## config.mk

```make
export PLATFORM = sky130hd
export DESIGN_NAME = rmq_sqrt
export DESIGN_NICKNAME = d
export VERILOG_FILES = /design/src/hdl/rmq_sqrt.sv
export SDC_FILE = /design/constraint.sdc
export NUM_CORES = 2
export LEC_CHECK = 0
export ABC_AREA = 0
export BUFFER_PORTS_ARGS = -buffer_cell sky130_fd_sc_hd__buf_4
export CORE_MARGIN = 2
export CORE_UTILIZATION = 55
export CTS_CLUSTER_SIZE = 10
export DETAILED_ROUTE_END_ITERATION = 16
export GPL_TIMING_DRIVEN = 0
export PLACE_DENSITY = 0.74
export REMOVE_ABC_BUFFERS = 1
export SETUP_SLACK_MARGIN = 0.05
export SKIP_LAST_GASP = 1
export SLEW_MARGIN = 25
export SYNTH_ARGS = -nofsm -noshare
export SYNTH_HDL_FRONTEND = slang
export SYNTH_SLANG_ARGS = --single-unit
```

## constraint.sdc

```tcl
create_clock -name clk_i -period 3.51 [get_ports clk_i]
set_input_delay 0.702 -clock clk_i [delete_from_list [all_inputs] [get_ports clk_i]]
set_output_delay 0.702 -clock clk_i [all_outputs]
set_load 0.02 [all_outputs]
```

## src/hdl/rmq_sqrt.sv

```systemverilog
module rmq_sqrt #(
  parameter int unsigned RadW  = 48,
  parameter int unsigned RootW = 24,
  parameter int unsigned TagW  = 8
) (
  input  logic            clk_i,
  input  logic            rst_ni,
  input  logic            en_i,
  input  logic            valid_i,
  input  logic [RadW-1:0] rad_i,
  input  logic [TagW-1:0] tag_i,
  output logic            valid_o,
  output logic [RootW-1:0] root_o,
  output logic [TagW-1:0] tag_o
);

  logic [RootW:0][RadW+1:0]  rem_q;
  logic [RootW:0][RadW-1:0]  rad_q;
  logic [RootW:0][RootW-1:0] root_q;
  logic [RootW:0][TagW-1:0]  tag_q;
  logic [RootW:0]            vld_q;

  always_comb begin
    rem_q[0]  = '0;
    rad_q[0]  = rad_i;
    root_q[0] = '0;
    tag_q[0]  = tag_i;
    vld_q[0]  = valid_i;
  end

  for (genvar g = 0; g < RootW; g++) begin : g_step
    logic [RadW+1:0]  rem_sh;
    logic [RadW+1:0]  trial;
    logic [RadW+1:0]  rem_d;
    logic [RootW-1:0] root_d;
    logic [RadW+1:0]  rem_r;
    logic [RadW-1:0]  rad_r;
    logic [RootW-1:0] root_r;
    logic [TagW-1:0]  tag_r;
    logic             vld_r;

    always_comb begin
      rem_sh = {rem_q[g][RadW-1:0], rad_q[g][RadW-1 -: 2]};
      trial  = {{(RadW+2-RootW-2){1'b0}}, root_q[g], 2'b01};
      if (rem_sh >= trial) begin
        rem_d  = rem_sh - trial;
        root_d = {root_q[g][RootW-2:0], 1'b1};
      end else begin
        rem_d  = rem_sh;
        root_d = {root_q[g][RootW-2:0], 1'b0};
      end
    end

    always_ff @(posedge clk_i or negedge rst_ni) begin
      if (!rst_ni) begin
        vld_r <= 1'b0;
      end else if (en_i) begin
        vld_r <= vld_q[g];
      end
    end

    always_ff @(posedge clk_i) begin
      if (en_i) begin
        rem_r  <= rem_d;
        rad_r  <= {rad_q[g][RadW-3:0], 2'b00};
        root_r <= root_d;
        tag_r  <= tag_q[g];
      end
    end

    always_comb begin
      rem_q[g+1]  = rem_r;
      rad_q[g+1]  = rad_r;
      root_q[g+1] = root_r;
      tag_q[g+1]  = tag_r;
      vld_q[g+1]  = vld_r;
    end
  end

  assign valid_o = vld_q[RootW];
  assign root_o  = root_q[RootW];
  assign tag_o   = tag_q[RootW];

endmodule

```

==> summary.md <==
| Metric | Value |
|---|---|
| Clock Power Share | 32.9% |
| Largest net degree at the start of global routing | 162 |
| Share of cells above drive strength 1 | 11.3% |
| Post-synth top area cell | edfxtp_1 |
| Placement-stage worst setup slack | -1040 ps |
| TritonCTS clock tree | built |
| DR pass1 iterations | 6 |
| Drt drc | 0 |
| Worst VDD drop | 0.460 mV |
| Critical path type | flip-flop to flip-flop |
| Syn Area/Cell | 13.1 um2 |
| Most common cell in the netlist | edfxtp_1 |
| Area occupied by multi-input gates | 0.0333 mm2 |
| Reg2Reg Depth | 8 |
| PortBufs | 92 |
| Area contributors post-synth | edfxtp_1 (64%), ha_1 (4.2%), xor2_1 (4.2%) |
| Finished Core Util | 63.2% |
| Area of the die | 0.179 mm2 |
| Clock Skew | 54.7 ps |
| RR Endpoint | g_step[10].rem_r[35]$_DFFE_PP_ |
| Max cap viols | 0 |
| WHS Path Cells | 2 |
| Final WL | 194000 um |
| Minimum clock period | 3550 ps |
| Top cell type's share of synthesized area | 64.5% |
| HPWL after DPL | 134000 um |
| Area grow syn2layout | 14.1% |
| Maximum clock frequency | 282 MHz |
| Clk sink count | 2094 |
| First-pass GRT wire length | 304000 um |
| Max clock buf depth | 3 |
| Internal power | 46.9 mW |
| R2R setup slack | -40 ps |
| Dpl cell area | 0.100 mm2 |
| Final Worst Setup Slack | -41.1 ps |
| CP Capture Type | flip-flop |
| Initial antenna violation count | 1 |
| Sw frac | 26.8% |
| Tot Pwr | 64.1 mW |
| Hold Violations, Final | 0 |
| Post-synth EDFFs | 2070 |
| Final Setup Violations | 6 |
| Static Leak | 39.8 nW |
| Combinational fraction of design power | 16.1% |
| Placed insts | 9654 |
| Row cnt | 153 |
| Vias in the first global route | 59000 |
| Final instance area | 0.110 mm2 |
| Max FO, Critical Path | 8 |
| Die height | 423 um |
| Drt first-iter violations | 3911 |
| DIE WIDTH | 423 um |
| CTS clk-pin slew, worst paths | 50 ps |
| Worst skew pair latency | 890 ps |
| Startpoint Class | flip-flop |
| Flop pwr share | 51.0% |
| Unique masters post-synth | 95 |
| Syn Inst Count | 7364 |
| Crit share post-route | 101% |
| Drt wl/cell | 19.1 um |
| Worst Setup SP | g_step[9].rem_r[32]$_DFFE_PP_ |
| Post-Layout Cell Count | 10100 |
| Root buf cell | clkbuf_16 |
| Filler cells | 12500 |
| Core area | 0.174 mm2 |
| Yosys warns | 0 |
| Hold_ws | 99.3 ps |
| Synth top cells by count | edfxtp_1 (2070), nand2_1 (519), xor2_1 (465) |
| All-Layer GR Usage | 21.3% |
| Netlist Area Pre-Place | 0.0964 mm2 |
| Worst Path Arrival | 4140 ps |
| Seq cells post-synth | 2094 |
| Violated checks | setup timing |
| Routed Antenna Nets | 0 |
| Data required time of the critical path | 4100 ps |
| Final sum of negative setup slack | -101 ps |
| H-tree levels | 4 |
| Total CTS buffers | 233 |
| Min-Delay Path Class | input pin to flip-flop |
| GR Overflow Total | 0 |
| Status | complete, but fails checks |
| Number of nets in the layout | 8134 |
| PwrDens | 583 mW/mm2 |
| NetSw | 17.2 mW |
| Fin. max-slew vios | 0 |
| CP endpoint | g_step[10].rem_r[35]$_DFFE_PP_ |
| Storage element area | 0.0628 mm2 |
| Total I/O pin count | 93 |
| Critical R2R Launch | g_step[9].rem_r[32]$_DFFE_PP_ |
| Worst Max-Slew Pin Slew | 1040 ps |
| Vias per cell | 5.76 |
| FFs w/ async S/R, synth | 1.15% |
| Max-Slew Margin vs Limit | 28.6% |
| Ys flop type | edfxtp_1 |
| Seq/Total Area, Yosys | 65.1% |
| Initial core utilization | 55.4% |
| Gp weighted congestion | 1.01 |
| RSZ-0062 raised after global routing | yes |
| Vias | 58400 |
[how the worst min path moves through the flow]
stage	from	to	slack, ps
after detailed placement	g_step[9].rad_r[23]$_DFFE_PP_	g_step[10].rad_r[25]$_DFFE_PP_	400
after global routing	valid_i	g_step[0].vld_r$_DFFE_PN0P_	40
final	valid_i	g_step[0].vld_r$_DFFE_PN0P_	100
after CTS	valid_i	g_step[0].vld_r$_DFFE_PN0P_	10
after global placement	g_step[20].rad_r[43]$_DFFE_PP_	g_step[21].rad_r[45]$_DFFE_PP_	400
after floorplan	g_step[9].rad_r[20]$_DFFE_PP_	g_step[10].rad_r[22]$_DFFE_PP_	400
[worst max-delay path, stage by stage, from the launching register on]
cell      delay [ps]
edfxtp_1         390
or4_4            560
or4_4            440
or3_4            380
or4_4            500
or3_4            430
or4b_4           340
nor4_1            80
xor2_1           140
[power groups by stage]
stage / clock, mW / sequential [mW] / combinational, mW
2_1_floorplan: 0 / 32.4 / 6.78
3_3_place_gp: 0 / 33.8 / 9.15
5_1_grt: 22.6 / 33.0 / 11.4
6_report: 21.1 / 32.7 / 10.3
3_5_place_dp: 0 / 33.1 / 9.47
4_1_cts: 21.7 / 32.6 / 9.90
[layer usage]
metal | up-vias | wire length, um | share of wire [%] | global-route usage [%]
li1 | 28100 | - | - | -
met1 | 28200 | 70400 | 36 | 22.3
met3 | 550 | 6950 | 3.6 | 2.80
met2 | 1533 | 106000 | 55 | 40.6
met5 | - | 0 | 0 | 0
met4 | 0 | 10800 | 5.5 | 12.0
[logic make-up (layout without fill, tap and decap cells)]
| group | count (synthesis) | after routing | share of synthesized area, % |
|---|---|---|---|
| AND/OR/NAND/NOR | 2337 | 2344 | 12.7 |
| buffers and inverters | 585 | 1023 | 2.30 |
| AO/OA/AOI/OAI | 1082 | 1084 | 7.05 |
| multiplexers | 55 | 55 | 0.631 |
| adder cells (fa/ha/maj) | 326 | 326 | 4.23 |
| other | 1 | 2 | 0.00389 |
| XOR/XNOR | 884 | 884 | 8.03 |
| flip-flops | 2094 | 2094 | 65.1 |
[state kept, by name (all words and copies together), names as in the netlist]
| register | cells |
|---|---|
| g_step.vld_r | 23 |
| tag_o | 8 |
| g_step.rem_r | 1026 |
| root_o | 24 |
| g_step.tag_r | 184 |
| g_step.rad_r | 552 |
| valid_o | 1 |
| g_step.root_r | 276 |
[layout by cell type (no fill, tap or decap), drive strengths merged, types with 27 or more instances in the layout]
cell	Yosys	final
nand3b	37	37
o31ai	36	36
ha	326	326
nor2	455	457
clkbuf	136	269
or3	100	100
o21ai	311	311
xor2	465	465
and3	36	36
or2	43	43
nor4b	29	29
nand2b	97	98
a31oi	27	27
nand4	100	100
and2	35	35
or4	107	107
nor2b	51	51
clkinv	1	27
inv	424	426
nor3	276	276
edfxtp	2070	2070
a21o	103	103
o21bai	33	33
o21a	71	71
dlygate4sd3	0	55
nand2	520	520
a21oi	295	295
nand4b	29	29
nand3	157	159
xnor2	419	419
mux2	46	46
buf	24	242
a211oi	27	27
nor4	190	190
[repair_timing]
action                                  in CTS  in global routing
gates cloned                                 5                  7
setup buffers                               59                 58
endpoints found under the setup margin     781                468
gates resized for setup                    183                158
pin swaps                                   35                 39
hold endpoints to repair                    78                  0
hold buffers                                55                  0
[cell type report]
| cell class | instances | area share, % |
|---|---|---|
| well taps | 2325 | 2.64 |
| repair inverters | 1 | 0.00683 |
| multi-input cells | 4694 | 30.3 |
| clock buffers | 267 | 5.42 |
| flip-flops and latches | 2094 | 57.1 |
| inverters | 425 | 1.47 |
| clock inverters | 31 | 0.436 |
| diodes | 1 | 0.00228 |
| repair buffers | 299 | 2.67 |
No activity file was read; power rests on OpenSTA's default activity.
